File: src/hw/rtl/fpc_pkg.sv
package fpc_pkg;

   localparam int unsigned WORD_W      = 32;
   localparam int unsigned CSR_INDEX_W = 1;

   localparam logic [CSR_INDEX_W-1:0] CSR_VOLUME = 1'b0;
   localparam logic [CSR_INDEX_W-1:0] CSR_FORMAT = 1'b1;

   localparam logic [31:0] ONE_BITS     = 32'h3F80_0000;
   localparam logic [31:0] NEG_ONE_BITS = 32'hBF80_0000;
   localparam logic [31:0] VOLUME_RESET = 32'h3F80_0000;
   localparam logic [31:0] S32_MAX      = 32'h7FFF_FFFF;
   localparam logic [14:0] S16_SCALE    = 15'd32767;

   typedef enum logic [1:0] {
      FMT_U8  = 2'd0,
      FMT_S16 = 2'd1,
      FMT_S32 = 2'd2,
      FMT_F32 = 2'd3
   } fmt_type;

   localparam fmt_type FORMAT_RESET = FMT_S16;

   // raw product of sample and volume, with special-case flags
   typedef struct packed {
      logic               sign;
      logic               nan;
      logic               inf;
      logic               zero;
      logic signed [9:0]  exp_sum;
      logic [47:0]        mant;
   } prod_type;

   function automatic logic [6:0] lead_one(input logic [63:0] n);
      logic [6:0] pos;
      pos = '0;
      for (int i = 0; i < 64; i++) begin
         if (n[i]) begin
            pos = 7'(i);
         end
      end
      return pos;
   endfunction

   // round an integer to 24 significant bits, ties to even, same scale
   function automatic logic [63:0] round_sig24(input logic [63:0] n);
      logic [6:0]  pos;
      logic [5:0]  sh;
      logic [63:0] keep;
      logic [63:0] mask_lo;
      logic        rb;
      logic        sticky;
      logic        inc;
      pos     = lead_one(n);
      sh      = (pos > 7'd23) ? 6'(pos - 7'd23) : 6'd0;
      keep    = n >> sh;
      mask_lo = ~({64{1'b1}} << sh);
      sticky  = |(n & (mask_lo >> 1));
      rb      = |(n & mask_lo & ~(mask_lo >> 1));
      inc     = rb & (sticky | keep[0]);
      return (keep + 64'(inc)) << sh;
   endfunction

endpackage

File: src/hw/rtl/fpc_req_if.sv
interface fpc_req_if;
   logic        valid;
   logic        ready;
   logic [31:0] sample_bits;

   modport source (output valid, output sample_bits, input ready);
   modport sink (input valid, input sample_bits, output ready);
endinterface

File: src/hw/rtl/fpc_rsp_if.sv
interface fpc_rsp_if;
   logic        valid;
   logic        ready;
   logic [31:0] pcm_word;
   logic [2:0]  byte_count;

   modport source (output valid, output pcm_word, output byte_count, input ready);
   modport sink (input valid, input pcm_word, input byte_count, output ready);
endinterface

File: src/hw/rtl/fpc_mul.sv
module fpc_mul
   import fpc_pkg::*;
(
   input  logic        clock,
   input  logic        reset,
   input  logic        in_valid,
   output logic        in_ready,
   input  logic [31:0] sample_bits,
   input  logic [31:0] volume_bits,
   output logic        out_valid,
   input  logic        out_ready,
   output prod_type    prod
);

   logic [7:0]  xe, ve;
   logic [22:0] xf, vf;
   logic        x_nan, x_inf, x_zero, v_nan, v_inf, v_zero;
   logic        en;
   logic        valid_ff;
   prod_type    prod_ff, prod_in;

   assign xe = sample_bits[30:23];
   assign xf = sample_bits[22:0];
   assign ve = volume_bits[30:23];
   assign vf = volume_bits[22:0];

   assign x_nan  = (&xe) & (|xf);
   assign x_inf  = (&xe) & ~(|xf);
   assign x_zero = ~(|xe) & ~(|xf);
   assign v_nan  = (&ve) & (|vf);
   assign v_inf  = (&ve) & ~(|vf);
   assign v_zero = ~(|ve) & ~(|vf);

   always_comb begin
      prod_in.sign    = sample_bits[31] ^ volume_bits[31];
      prod_in.nan     = x_nan | v_nan | (x_inf & v_zero) | (x_zero & v_inf);
      prod_in.inf     = ~prod_in.nan & (x_inf | v_inf);
      prod_in.zero    = ~prod_in.nan & ~prod_in.inf & (x_zero | v_zero);
      // subnormals count with exponent one
      prod_in.exp_sum = $signed({2'b00, (xe == 8'd0) ? 8'd1 : xe})
                      + $signed({2'b00, (ve == 8'd0) ? 8'd1 : ve})
                      - 10'sd254;
      prod_in.mant    = {(|xe), xf} * {(|ve), vf};
   end

   assign en       = ~valid_ff | out_ready;
   assign in_ready = en;

   always_ff @(posedge clock) begin
      if (reset) begin
         valid_ff <= 1'b0;
      end else if (en) begin
         valid_ff <= in_valid;
      end
   end

   always_ff @(posedge clock) begin
      if (en) begin
         prod_ff <= prod_in;
      end
   end

   assign out_valid = valid_ff;
   assign prod      = prod_ff;

endmodule

File: src/hw/rtl/fpc_norm.sv
module fpc_norm
   import fpc_pkg::*;
(
   input  logic        clock,
   input  logic        reset,
   input  logic        in_valid,
   output logic        in_ready,
   input  prod_type    prod,
   output logic        out_valid,
   input  logic        out_ready,
   output logic [31:0] samp
);

   typedef struct packed {
      logic        sign;
      logic        nan;
      logic        inf;
      logic        zero;
      logic [8:0]  exp_base;
      logic [6:0]  rsh;
      logic [47:0] mant;
   } norm_type;

   logic               en1, en2;
   logic               v1_ff, v2_ff;
   norm_type           norm_ff, norm_in;
   logic [31:0]        samp_ff, samp_in;
   logic [5:0]         lead;
   logic signed [11:0] eb;
   logic signed [11:0] r_full;
   logic [71:0]        wide;
   logic [71:0]        mask_lo;
   logic [71:0]        shifted;
   logic               rb, sticky, inc;
   logic [24:0]        mant_r;
   logic [33:0]        mag;

   // stage one: leading one, result exponent and alignment shift
   always_comb begin
      lead   = 6'(lead_one({16'b0, prod.mant}));
      eb     = 12'(prod.exp_sum) + 12'sd81 + $signed({6'b0, lead});
      r_full = (eb > 12'sd0) ? $signed({6'b0, lead})
                             : $signed({6'b0, lead}) + 12'sd1 - eb;
      norm_in.sign     = prod.sign;
      norm_in.nan      = prod.nan;
      norm_in.inf      = prod.inf;
      norm_in.zero     = prod.zero;
      norm_in.exp_base = (eb > 12'sd0) ? 9'(eb - 12'sd1) : 9'd0;
      norm_in.rsh      = (r_full > 12'sd72) ? 7'd72 : 7'(r_full);
      norm_in.mant     = prod.mant;
   end

   // stage two: round to nearest even, then clamp to the unit range, nan to -1
   always_comb begin
      wide    = {1'b0, norm_ff.mant, 23'b0};
      shifted = wide >> norm_ff.rsh;
      mask_lo = ~({72{1'b1}} << norm_ff.rsh);
      sticky  = |(wide & (mask_lo >> 1));
      rb      = |(wide & mask_lo & ~(mask_lo >> 1));
      inc     = rb & (sticky | shifted[0]);
      mant_r  = shifted[24:0] + 25'(inc);
      mag     = 34'({norm_ff.exp_base, 23'b0}) + 34'(mant_r);
      if (norm_ff.nan) begin
         samp_in = NEG_ONE_BITS;
      end else if (norm_ff.zero) begin
         samp_in = {norm_ff.sign, 31'b0};
      end else if (norm_ff.inf || (mag > 34'(ONE_BITS))) begin
         samp_in = {norm_ff.sign, ONE_BITS[30:0]};
      end else begin
         samp_in = {norm_ff.sign, mag[30:0]};
      end
   end

   assign en2      = ~v2_ff | out_ready;
   assign en1      = ~v1_ff | en2;
   assign in_ready = en1;

   always_ff @(posedge clock) begin
      if (reset) begin
         v1_ff <= 1'b0;
         v2_ff <= 1'b0;
      end else begin
         if (en1) begin
            v1_ff <= in_valid;
         end
         if (en2) begin
            v2_ff <= v1_ff;
         end
      end
   end

   always_ff @(posedge clock) begin
      if (en1) begin
         norm_ff <= norm_in;
      end
      if (en2) begin
         samp_ff <= samp_in;
      end
   end

   assign out_valid = v2_ff;
   assign samp      = samp_ff;

endmodule

File: src/hw/rtl/fpc_conv.sv
module fpc_conv
   import fpc_pkg::*;
(
   input  logic        clock,
   input  logic        reset,
   input  fmt_type     fmt,
   input  logic        in_valid,
   output logic        in_ready,
   input  logic [31:0] samp,
   output logic        out_valid,
   input  logic        out_ready,
   output logic [31:0] pcm_word,
   output logic [2:0]  byte_count
);

   typedef struct packed {
      logic        sign;
      logic [7:0]  exp_eff;
      logic [39:0] n16;
      logic [49:0] a_fix;
      logic [31:0] word_s32;
      logic [31:0] word_f32;
   } c1_type;

   typedef struct packed {
      logic        sign;
      logic [7:0]  exp_eff;
      logic [40:0] n16_r;
      logic [50:0] a_r;
      logic [31:0] word_s32;
      logic [31:0] word_f32;
   } c2_type;

   typedef struct packed {
      logic [58:0] n8;
      logic [31:0] word_s16;
      logic [31:0] word_s32;
      logic [31:0] word_f32;
   } c3_type;

   logic        en1, en2, en3, en4;
   logic        v1_ff, v2_ff, v3_ff, v4_ff;
   c1_type      c1_ff, c1_in;
   c2_type      c2_ff, c2_in;
   c3_type      c3_ff, c3_in;
   logic [31:0] pcm_ff, pcm_in;
   logic [2:0]  bytes_ff, bytes_in;

   logic        ss;
   logic [7:0]  se;
   logic [23:0] sm;
   logic [7:0]  sx;
   logic [31:0] mag32;
   logic [49:0] s_fix;
   logic [40:0] trunc16;
   logic [15:0] t16;
   logic [63:0] n8_r;
   logic [7:0]  word_u8;

   // stage one: both 32-bit formats are finished here, scale products start here
   always_comb begin
      ss = samp[31];
      se = samp[30:23];
      sm = {(|se), samp[22:0]};
      sx = (se == 8'd0) ? 8'd1 : se;
      if (sx >= 8'd119) begin
         mag32 = 32'(sm) << 4'(sx - 8'd119);
      end else begin
         mag32 = 32'(sm) >> (8'd119 - sx);
      end
      if (sx >= 8'd102) begin
         s_fix = 50'(sm) << 5'(sx - 8'd102);
      end else begin
         s_fix = '0;
      end
      c1_in.sign     = ss;
      c1_in.exp_eff  = sx;
      c1_in.n16      = 40'(sm) * 40'(S16_SCALE);
      // s + 1 in fixed point with 48 fraction bits
      c1_in.a_fix    = ss ? ((50'd1 << 48) - s_fix) : ((50'd1 << 48) + s_fix);
      c1_in.word_s32 = (~ss & mag32[31]) ? S32_MAX : (ss ? (32'd0 - mag32) : mag32);
      c1_in.word_f32 = samp;
   end

   // stage two: round the 16-bit product and s + 1 to single precision
   always_comb begin
      c2_in.sign     = c1_ff.sign;
      c2_in.exp_eff  = c1_ff.exp_eff;
      c2_in.n16_r    = 41'(round_sig24(64'(c1_ff.n16)));
      c2_in.a_r      = 51'(round_sig24(64'(c1_ff.a_fix)));
      c2_in.word_s32 = c1_ff.word_s32;
      c2_in.word_f32 = c1_ff.word_f32;
   end

   // stage three: truncate the 16-bit result, scale s + 1 by 255
   always_comb begin
      trunc16        = c2_ff.n16_r >> (8'd150 - c2_ff.exp_eff);
      t16            = 16'(trunc16);
      c3_in.word_s16 = {16'b0, c2_ff.sign ? (16'd0 - t16) : t16};
      c3_in.n8       = (59'(c2_ff.a_r) << 8) - 59'(c2_ff.a_r);
      c3_in.word_s32 = c2_ff.word_s32;
      c3_in.word_f32 = c2_ff.word_f32;
   end

   // stage four: round the 8-bit product, truncate, pick the format
   always_comb begin
      n8_r    = round_sig24(64'(c3_ff.n8));
      word_u8 = 8'(n8_r >> 49);
      unique case (fmt)
         FMT_U8: begin
            pcm_in   = {24'b0, word_u8};
            bytes_in = 3'd1;
         end
         FMT_S16: begin
            pcm_in   = c3_ff.word_s16;
            bytes_in = 3'd2;
         end
         FMT_S32: begin
            pcm_in   = c3_ff.word_s32;
            bytes_in = 3'd4;
         end
         default: begin
            pcm_in   = c3_ff.word_f32;
            bytes_in = 3'd4;
         end
      endcase
   end

   assign en4      = ~v4_ff | out_ready;
   assign en3      = ~v3_ff | en4;
   assign en2      = ~v2_ff | en3;
   assign en1      = ~v1_ff | en2;
   assign in_ready = en1;

   always_ff @(posedge clock) begin
      if (reset) begin
         v1_ff <= 1'b0;
         v2_ff <= 1'b0;
         v3_ff <= 1'b0;
         v4_ff <= 1'b0;
      end else begin
         if (en1) begin
            v1_ff <= in_valid;
         end
         if (en2) begin
            v2_ff <= v1_ff;
         end
         if (en3) begin
            v3_ff <= v2_ff;
         end
         if (en4) begin
            v4_ff <= v3_ff;
         end
      end
   end

   always_ff @(posedge clock) begin
      if (en1) begin
         c1_ff <= c1_in;
      end
      if (en2) begin
         c2_ff <= c2_in;
      end
      if (en3) begin
         c3_ff <= c3_in;
      end
      if (en4) begin
         pcm_ff   <= pcm_in;
         bytes_ff <= bytes_in;
      end
   end

   assign out_valid  = v4_ff;
   assign pcm_word   = pcm_ff;
   assign byte_count = bytes_ff;

   a_samp_clamped: assert property (@(posedge clock) disable iff (reset)
      in_valid |-> (samp[30:0] <= ONE_BITS[30:0]))
      else $error("clamped sample outside unit range");

   a_u8_width: assert property (@(posedge clock) disable iff (reset)
      (v4_ff && (fmt == FMT_U8)) |-> ((pcm_ff[31:8] == 24'd0) && (bytes_ff == 3'd1)))
      else $error("8-bit result wider than one byte");

   a_s16_width: assert property (@(posedge clock) disable iff (reset)
      (v4_ff && (fmt == FMT_S16)) |-> ((pcm_ff[31:16] == 16'd0) && (bytes_ff == 3'd2)))
      else $error("16-bit result has upper bits set");

   a_hold: assert property (@(posedge clock) disable iff (reset)
      (v4_ff && !out_ready) |=> (v4_ff && $stable(pcm_ff)))
      else $error("stalled result lost");

endmodule

File: src/hw/rtl/float_to_pcm_sample_converter.sv
// an item accepted on req_ch reaches rsp_ch through the multiply, normalise and convert stages
// throughput: one item per cycle while rsp_ch does not stall, fixed by the seven-stage pipeline
// a stalled rsp_ch backs up stage by stage, empty stages keep accepting
// reset (synchronous, active high) empties the pipeline, volume to 1.0,
// format to signed 16-bit
module float_to_pcm_sample_converter
   import fpc_pkg::*;
(
   input  logic                   clock,
   input  logic                   reset,
   fpc_req_if.sink                req_ch,
   fpc_rsp_if.source              rsp_ch,
   input  logic                   csr_we,
   input  logic [CSR_INDEX_W-1:0] csr_index,
   input  logic [WORD_W-1:0]      csr_wdata
);

   // configuration registers
   logic [31:0] volume_ff;
   fmt_type     format_ff;

   // pipeline hand-offs
   logic        mul_valid, mul_ready;
   prod_type    mul_prod;
   logic        norm_valid, norm_ready;
   logic [31:0] norm_samp;

   // register writes; the user must write only while no item is in flight, the block does not enforce this
   always_ff @(posedge clock) begin
      if (reset) begin
         volume_ff <= VOLUME_RESET;
         format_ff <= FORMAT_RESET;
      end else if (csr_we) begin
         unique case (csr_index)
            CSR_VOLUME: volume_ff <= csr_wdata[31:0];
            CSR_FORMAT: format_ff <= fmt_type'(csr_wdata[1:0]);
            default:    ;
         endcase
      end
   end

   // stage 1: decode and 24x24 significand multiply
   fpc_mul u_mul (
      .clock       (clock),
      .reset       (reset),
      .in_valid    (req_ch.valid),
      .in_ready    (req_ch.ready),
      .sample_bits (req_ch.sample_bits),
      .volume_bits (volume_ff),
      .out_valid   (mul_valid),
      .out_ready   (mul_ready),
      .prod        (mul_prod)
   );

   // stages 2-3: normalise, round to nearest even, clamp to [-1, 1]
   fpc_norm u_norm (
      .clock     (clock),
      .reset     (reset),
      .in_valid  (mul_valid),
      .in_ready  (mul_ready),
      .prod      (mul_prod),
      .out_valid (norm_valid),
      .out_ready (norm_ready),
      .samp      (norm_samp)
   );

   // stages 4-7: format conversion, last stage is the output register
   fpc_conv u_conv (
      .clock      (clock),
      .reset      (reset),
      .fmt        (format_ff),
      .in_valid   (norm_valid),
      .in_ready   (norm_ready),
      .samp       (norm_samp),
      .out_valid  (rsp_ch.valid),
      .out_ready  (rsp_ch.ready),
      .pcm_word   (rsp_ch.pcm_word),
      .byte_count (rsp_ch.byte_count)
   );

endmodule

File: src/flat_wrapper.sv
// flat-port wrapper written by rule: the top's interface ports become plain ports
module float_to_pcm_sample_converter_flat import fpc_pkg::*;
  (clock, reset, csr_we, csr_index, csr_wdata, req_ch_valid, req_ch_sample_bits, req_ch_ready, rsp_ch_valid, rsp_ch_pcm_word, rsp_ch_byte_count, rsp_ch_ready);
  fpc_req_if req_ch_i ();
  fpc_rsp_if rsp_ch_i ();
  input  logic clock;
  input  logic reset;
  input  logic csr_we;
  input  logic [CSR_INDEX_W-1:0] csr_index;
  input  logic [WORD_W-1:0] csr_wdata;
  input wire logic [$bits(req_ch_i.valid)-1:0] req_ch_valid;
  input wire logic [$bits(req_ch_i.sample_bits)-1:0] req_ch_sample_bits;
  output wire logic [$bits(req_ch_i.ready)-1:0] req_ch_ready;
  output wire logic [$bits(rsp_ch_i.valid)-1:0] rsp_ch_valid;
  output wire logic [$bits(rsp_ch_i.pcm_word)-1:0] rsp_ch_pcm_word;
  output wire logic [$bits(rsp_ch_i.byte_count)-1:0] rsp_ch_byte_count;
  input wire logic [$bits(rsp_ch_i.ready)-1:0] rsp_ch_ready;
  assign req_ch_i.valid = req_ch_valid;
  assign req_ch_i.sample_bits = req_ch_sample_bits;
  assign req_ch_ready = req_ch_i.ready;
  assign rsp_ch_valid = rsp_ch_i.valid;
  assign rsp_ch_pcm_word = rsp_ch_i.pcm_word;
  assign rsp_ch_byte_count = rsp_ch_i.byte_count;
  assign rsp_ch_i.ready = rsp_ch_ready;
  float_to_pcm_sample_converter u_core (.clock(clock), .reset(reset), .req_ch(req_ch_i), .rsp_ch(rsp_ch_i), .csr_we(csr_we), .csr_index(csr_index), .csr_wdata(csr_wdata));
endmodule
File: config.mk
export PLATFORM = sky130hd
export DESIGN_NAME = float_to_pcm_sample_converter_flat
export DESIGN_NICKNAME = d
export VERILOG_FILES = /design/src/hw/rtl/fpc_pkg.sv /design/src/hw/rtl/fpc_req_if.sv /design/src/hw/rtl/fpc_rsp_if.sv /design/src/hw/rtl/fpc_mul.sv /design/src/hw/rtl/fpc_norm.sv /design/src/hw/rtl/fpc_conv.sv /design/src/hw/rtl/float_to_pcm_sample_converter.sv /design/src/flat_wrapper.sv
export SDC_FILE = /design/constraint.sdc
export NUM_CORES = 2
export LEC_CHECK = 0
export BUFFER_PORTS_ARGS = -buffer_cell sky130_fd_sc_hd__buf_2
export CORE_MARGIN = 2
export CORE_UTILIZATION = 41
export CTS_BUF_LIST = sky130_fd_sc_hd__clkbuf_4 sky130_fd_sc_hd__clkbuf_8 sky130_fd_sc_hd__clkbuf_16
export DETAILED_ROUTE_END_ITERATION = 10
export PLACE_DENSITY = 0.55
export SLEW_MARGIN = 10
export SYNTH_ARGS = -nofsm -noshare
export SYNTH_HDL_FRONTEND = slang
export SYNTH_HIERARCHICAL = 1
export SYNTH_SLANG_ARGS = --single-unit
File: constraint.sdc
create_clock -name clock -period 11.9 [get_ports clock]
set_input_delay 1.19 -clock clock [delete_from_list [all_inputs] [get_ports clock]]
set_output_delay 1.19 -clock clock [all_outputs]
set_load 0.1 [all_outputs]
# ---- Word-level counts from Yosys, hierarchy flattened
# Index checks and enable logic that the tools add are counted.
dict set report totals {
  regBits 704
  ramBits 0
  mem_count 0
  latch_bits 0
  romBits 0
}
dict set report classes {
  n_div 0
  magnitude_cmp 8
  mul 2
  n_addsub 24
  n_eq_ne 2
  shifts 15
  muxes 208
  reduce_logical 23
  n_bitwise 68
}
# operator n
set ops {}
lappend ops {{7-bit two-way mux} 136}
lappend ops {{64-bit OR reduction} 6}
lappend ops {{6-bit two-way mux} 47}
lappend ops {{64-bit by 1-bit adder with 64-bit output} 3}
lappend ops {{64-bit bitwise AND} 3}
lappend ops {{63-bit inverter with 64-bit output} 3}
lappend ops {{64-bit inverter} 3}
lappend ops {{64-bit by 6-bit left shift with 64-bit output (first input constant)} 3}
lappend ops {{72-bit OR reduction} 2}
lappend ops {{50-bit two-way mux} 2}
lappend ops {{32-bit one-hot mux with 3 select lines} 1}
lappend ops {{71-bit by 72-bit bitwise AND with 72-bit output} 1}
lappend ops {{72-bit bitwise AND} 1}
lappend ops {{71-bit inverter with 72-bit output} 1}
lappend ops {{72-bit inverter} 1}
lappend ops {{72-bit by 7-bit left shift with 72-bit output (first input constant)} 1}
lappend ops {{71-bit bitwise AND} 1}
lappend ops {{71-bit by 7-bit >> shifter with 25-bit output} 1}
lappend ops {{39-bit by 64-bit bitwise AND with 64-bit output} 1}
lappend ops {{50-bit by 64-bit bitwise AND with 64-bit output} 1}
lappend ops {{59-bit by 64-bit bitwise AND with 64-bit output} 1}
lappend ops {{32-bit two-way mux} 2}
lappend ops {{64-bit by 6-bit left shift with 41-bit output} 1}
lappend ops {{64-bit by 6-bit left shift with 51-bit output} 1}
lappend ops {{59 further kinds} 127}

# ---- Depth between registers and ports, before layout
dict set report logic_depth {
  depth_word 69
  ltp_mapped 34
}

# ---- Hierarchy
# The synthesis kept the hierarchy.
# mod instances cells_per_inst area_per_inst_um2 seq_area_each_um2
set modules_own_cells {}
lappend modules_own_cells {fpc_conv 1 6660 56035.0 15034.4}
lappend modules_own_cells {fpc_mul 1 2350 21393.0 1881.8}
lappend modules_own_cells {fpc_norm 1 1144 10784.1 3042.9}
lappend modules_own_cells {float_to_pcm_sample_converter 1 151 1502.7 680.7}

# ---- Worst setup path before layout
# Ideal clock, no wire load.
dict set report synth_timing {
  path_kind {input to output}
  startpoint {input rsp_ch_ready}
  endpoint {output req_ch_ready}
  path_buffers 0
  path_stages 6
  arrival_time_ns 9.304
  required_time_ns 10.710
  path_slack_ns 1.406
  path_cell_list {nor2b_1 and3_1 nand2_1 nor2b_1 nand2_1 nand2b_1}
}
dict set report synth_between {
  elab_chain_cells 7
}
# element line_no
set synth_rtl {}
lappend synth_rtl {{start, declared} flat_wrapper.sv:17} ;# input wire logic [$bits(rsp_ch_i.ready)-1:0] rsp_ch_ready;
lappend synth_rtl {{1-bit bitwise OR} fpc_conv.sv:129} ;# assign en4 = ~v4_ff | out_ready;
lappend synth_rtl {{1-bit bitwise OR} fpc_conv.sv:130} ;# assign en3 = ~v3_ff | en4;
lappend synth_rtl {{1-bit bitwise OR} fpc_conv.sv:131} ;# assign en2 = ~v2_ff | en3;
lappend synth_rtl {{1-bit bitwise OR} fpc_conv.sv:132} ;# assign en1 = ~v1_ff | en2;
lappend synth_rtl {{via u_core.norm_ready} float_to_pcm_sample_converter.sv:25} ;# logic norm_valid, norm_ready;
lappend synth_rtl {{1-bit bitwise OR} fpc_norm.sv:74} ;# assign en2 = ~v2_ff | out_ready;
lappend synth_rtl {{1-bit bitwise OR} fpc_norm.sv:75} ;# assign en1 = ~v1_ff | en2;
lappend synth_rtl {{via u_core.mul_ready} float_to_pcm_sample_converter.sv:23} ;# logic mul_valid, mul_ready;
lappend synth_rtl {{1-bit bitwise OR} fpc_mul.sv:46} ;# assign en = ~valid_ff | out_ready;
lappend synth_rtl {{end, declared} flat_wrapper.sv:13} ;# output wire logic [$bits(req_ch_i.ready)-1:0] req_ch_ready;
# The timed path passes the listed nets, and every way through them passes these cells.

# ---- Worst setup path in the final report
dict set report layout_timing {
  startpoint {register u_core/u_conv/c3_ff[115] (netlist bit)}
  endpoint {register u_core.u_conv.pcm_ff[7] (netlist: u_core/u_conv/pcm_word[7]) (data pin)}
}
dict set report layout_between {
  elab_chain_cells 51
  word_cells_on_any_way 57
  cone_classes {add/sub: 2; order compare: 1; shift: 3; mux: 42; bitwise: 7; reduce/logical: 2}
}
# element line_no
set layout_rtl {}
lappend layout_rtl {{start, declared} fpc_conv.sv:45} ;# c3_type c3_ff, c3_in;
lappend layout_rtl {{start signal, assigned} fpc_conv.sv:165} ;# c3_ff <= c3_in;
lappend layout_rtl {{7-bit two-way mux (40 in a row)} fpc_pkg.sv:38} ;# if (n[i]) begin
lappend layout_rtl {{6-bit by 5-bit subtractor with 6-bit output / 7-bit by 5-bit greater-than comparator with 1-bit output (equally long branches)} fpc_pkg.sv:55} ;# sh = (pos > 7'd23) ? 6'(pos - 7'd23) : 6'd0;
lappend layout_rtl {{6-bit two-way mux} fpc_pkg.sv:55}
lappend layout_rtl {{64-bit by 6-bit left shift with 64-bit output} fpc_pkg.sv:57} ;# mask_lo = ~({64{1'b1}} << sh);
lappend layout_rtl {{64-bit inverter} fpc_pkg.sv:57}
lappend layout_rtl {{59-bit by 64-bit bitwise AND with 64-bit output, or another cell as far along} fpc_pkg.sv:59} ;# rb = |(n & mask_lo & ~(mask_lo >> 1));
lappend layout_rtl {{64-bit bitwise AND / 64-bit OR reduction (equally long branches)} {fpc_pkg.sv:59, fpc_pkg.sv:58}}
lappend layout_rtl {{64-bit OR reduction / 1-bit bitwise OR (equally long branches)} {fpc_pkg.sv:59, fpc_pkg.sv:60}}
lappend layout_rtl {{1-bit bitwise AND} fpc_pkg.sv:60} ;# inc = rb & (sticky | keep[0]);
lappend layout_rtl {{64-bit by 1-bit adder with 64-bit output} fpc_pkg.sv:61} ;# return (keep + 64'(inc)) << sh;
lappend layout_rtl {{64-bit by 6-bit left shift with 57-bit output (*)} fpc_pkg.sv:61}
lappend layout_rtl {{32-bit one-hot mux with 3 select lines (*)} fpc_conv.sv:109} ;# unique case (fmt)
lappend layout_rtl {{via u_core.u_conv.pcm_in[7]} fpc_conv.sv:46} ;# logic [31:0] pcm_ff, pcm_in;
lappend layout_rtl {{end signal, assigned} fpc_conv.sv:168} ;# pcm_ff <= pcm_in;
lappend layout_rtl {{end, declared} fpc_conv.sv:46}
# The timed path passes the listed nets; every way through them passes the cells marked *.
# A chain may end at the register's enable or synchronous reset.

==> impl_metrics.py <==
metrics = {
    "status": {
        "status": "finished clean",
    },
    "place": {
        "numPortBuffers": 106,
        "dpl.hpwl_mm": 255,
        "place.gp.congestion": 0.990,
        "dpl.cell_count": 12776,
    },
    "synthesis": {
        "synth_warnings": 6,
        "synth_ff_type": "edfxtp_1",
        "ys_top_cells_by_area": "edfxtp_1, fa_1, ha_1",
        "syn_inst": 10305,
        "synth_edf_count": 660,
        "synthTopCellsByCount": "nand2_1, inv_1, nor2_1",
        "synth_most_common_cell": "nand2_1",
        "synth_cell_types": 141,
        "avgSynthCellArea_um2": 8.71,
        "synth_top_area_share_pct": 22.1,
        "yosysSeqAreaShare_pct": 23.0,
        "synthArstFlopShare_pct": 0,
        "ys_ff_latch": 701,
        "syn_area_um2": 89700,
        "synth_largest_area_cell": "edfxtp_1",
    },
    "detailed_routing": {
        "num_vias": 81472,
        "top_layer": "met4",
        "viasPerCell": 6.30,
        "totalWireLength_mm": 337,
        "firstDrtPassIters": 9,
        "wl_met3_mm": 24.5,
        "post-route-drc-count": 0,
        "drtIter0Drc": 9037,
        "ant_nets": 0,
        "wl_met1_mm": 141,
        "wl_met2_mm": 155,
        "wl_per_cell_um": 26.1,
    },
    "sta": {
        "fmax_mhz": 94.6,
        "final_max_slew_viol_count": 0,
        "post-route-period-util_pct": 88.8,
        "finalCriticalPeriod_ps": 10570,
        "skew_ps": 55.9,
        "rsz0062_at_grt": "false",
        "setup_tns_ps": 0,
        "hold_viol": 0,
        "tightestPinTransition_ps": 1240,
        "slew_headroom_pct": 16.6,
        "setup_viol_count_final": 0,
    },
    "global_route": {
        "grt_max_degree": 89,
        "first_global_vias": 80152,
        "overflow": 0,
        "grt_antenna_before_repair": 8,
        "track_usage_pct": 29.4,
        "grt_pass1_wl_mm": 509,
    },
    "clock_network": {
        "root_buffer": "clkbuf_16",
        "clk_latency_ps": 740,
        "holdBufCountCts": 0,
        "cts_buffers": 82,
        "cts_htree_levels": 3,
        "cts.clk_slew.worst_paths_ps": 60,
        "ctsResizeCount": 0,
        "cts_tree": "built",
        "cts_sinks": 701,
        "clock_path_buffers": 3,
        "post-cts-setup-buffer-count": 0,
    },
    "floorplanning": {
        "core-area_um2": 217000,
        "initial_utilization_pct": 41.3,
        "top_level_ports": 107,
        "die_width_um": 472,
        "dieHeight_um": 472,
        "dieArea_um2": 223000,
        "row_count": 171,
    },
    "finish": {
        "stdcell_count": 12932,
        "drive_gt1_share_pct": 8.48,
        "fin_nets": 11100,
        "fin_util_pct": 43.9,
        "syn_to_final_growth_pct": 6.39,
    },
    "run": {
        "cap_violations": 0,
    },
    "hold_path": {
        "hold_class": "reg -> reg",
    },
    "critical_path": {
        "critPathMaxFanout": 16,
        "cp.arrival_ps": 11000,
        "cp-end-kind": "flip-flop",
        "path_class": "reg -> reg",
        "cp-start-kind": "flip-flop",
        "required_ps": 12330,
    },
}
[kinds of logic (layout without fill, tap and decap cells)]
kind of cell,Yosys count,in the layout,share of synthesized area (%)
AND/OR/NAND/NOR,3597,3597,19.8
flip-flops,701,701,23.0
multiplexers,627,627,8.39
AO/OA/AOI/OAI,2444,2444,18.5
other,2,7,0.00837
buffers and inverters,1550,1318,6.95
XOR/XNOR,355,355,3.49
adder cells (fa/ha/maj),1029,1029,19.9
[per-stage QoR]
step	cell area [um^2]	setup WS [ps]	hold slack, ps
finish	95400	1330	391
global route	95400	1010	386
CTS	95400	1700	383
detailed placement	92500	1760	405
global placement	92500	1850	401
floorplan	89700	1410	400
[critical path, stage by stage, from the launching register on]
cell and delay, ps:
edfxtp_1 510, nor3_1 340, nor3b_1 290, a221oi_1 220
nor3_1 550, nand2b_1 630, clkinv_1 580, ha_1 970
inv_1 430, a31oi_2 860, o211a_1 780, a22oi_1 260
o21ai_1 200, mux2i_1 110, a22oi_1 540, a221o_1 380
inv_1 70, ha_1 240, nand4_1 440, nor2_1 240
a41oi_1 280, a211oi_1 70, or3_1 390, mux2i_1 270
a21oi_1 150, a221oi_1 340, a221oi_1 110
[layout make-up]
class / instances / area, um^2
Antenna cell: 4 / 10.0
Clock buffer: 91 / 2150
Clock inverter: 61 / 816
Fill cell: 21356 / 122000
Inverter: 887 / 3330
Multi-Input combinational cell: 8055 / 63100
Sequential cell: 701 / 20600
Tap cell: 2854 / 3570
Timing Repair Buffer: 279 / 1830
[routing by layer]
layer  track usage [%]  vias to the layer above
li1                  -                    36452
met1              39.2                    40259
met2              47.9                     3947
met3              3.92                      814
met4              12.6                        0
met5                 0                        -
[state kept, by name (all words and copies together) (netlist names), 2 cells and up]
name,count
u_core/u_conv/byte_count,3
u_core/u_conv/c1_ff,160
u_core/u_norm/samp,32
u_core/u_norm/norm_ff,68
u_core/format_ff,2
u_core/u_conv/pcm_word,32
u_core/volume_ff,32
u_core/u_conv/c3_ff,139
u_core/u_mul/prod,62
u_core/u_conv/c2_ff,164
[layout by cell type (no fill, tap or decap), types with 42 or more instances in the layout]
cell,count
a31oi_1,89
ha_1,362
clkbuf_16,83
o22ai_1,106
xnor2_1,227
or2_2,52
mux2i_1,420
or3_1,67
buf_4,173
fa_1,661
a211oi_1,128
o31ai_1,60
nor2b_1,78
o211ai_1,91
a22oi_1,89
nand4_1,102
xor2_1,122
o21ai_1,47
buf_2,106
inv_1,875
nor3_1,282
o21a_1,61
edfxtp_1,660
mux2_2,121
a21oi_1,587
nor2_1,749
and2_1,320
nand2_1,1139
a22o_1,44
a21o_1,81
and3_1,78
nand2b_1,87
mux4_2,76
a32oi_1,47
nor4_1,106
or4_1,42
o21ai_0,432
nand3_1,302
[worst paths after layout]
check | to | slack, ps | startpoint | cells past startpoint
max | u_core/u_conv/pcm_word[7]$_DFFE_PP_ | 1330 | u_core/u_conv/c3_ff[115]$_DFFE_PP_ | 26
min | u_core/u_conv/c2_ff[5]$_DFFE_PP_ | 390 | u_core/u_conv/c1_ff[5]$_DFFE_PP_ | 0
max reg2reg | u_core/u_conv/pcm_word[7]$_DFFE_PP_ | 1330 | u_core/u_conv/c3_ff[115]$_DFFE_PP_ | 26
min reg2reg | u_core/u_conv/c2_ff[5]$_DFFE_PP_ | 390 | u_core/u_conv/c1_ff[5]$_DFFE_PP_ | 0
Power is not shown: default switching activity piles up to over one toggle a cycle in this logic, so the estimate is an artifact.
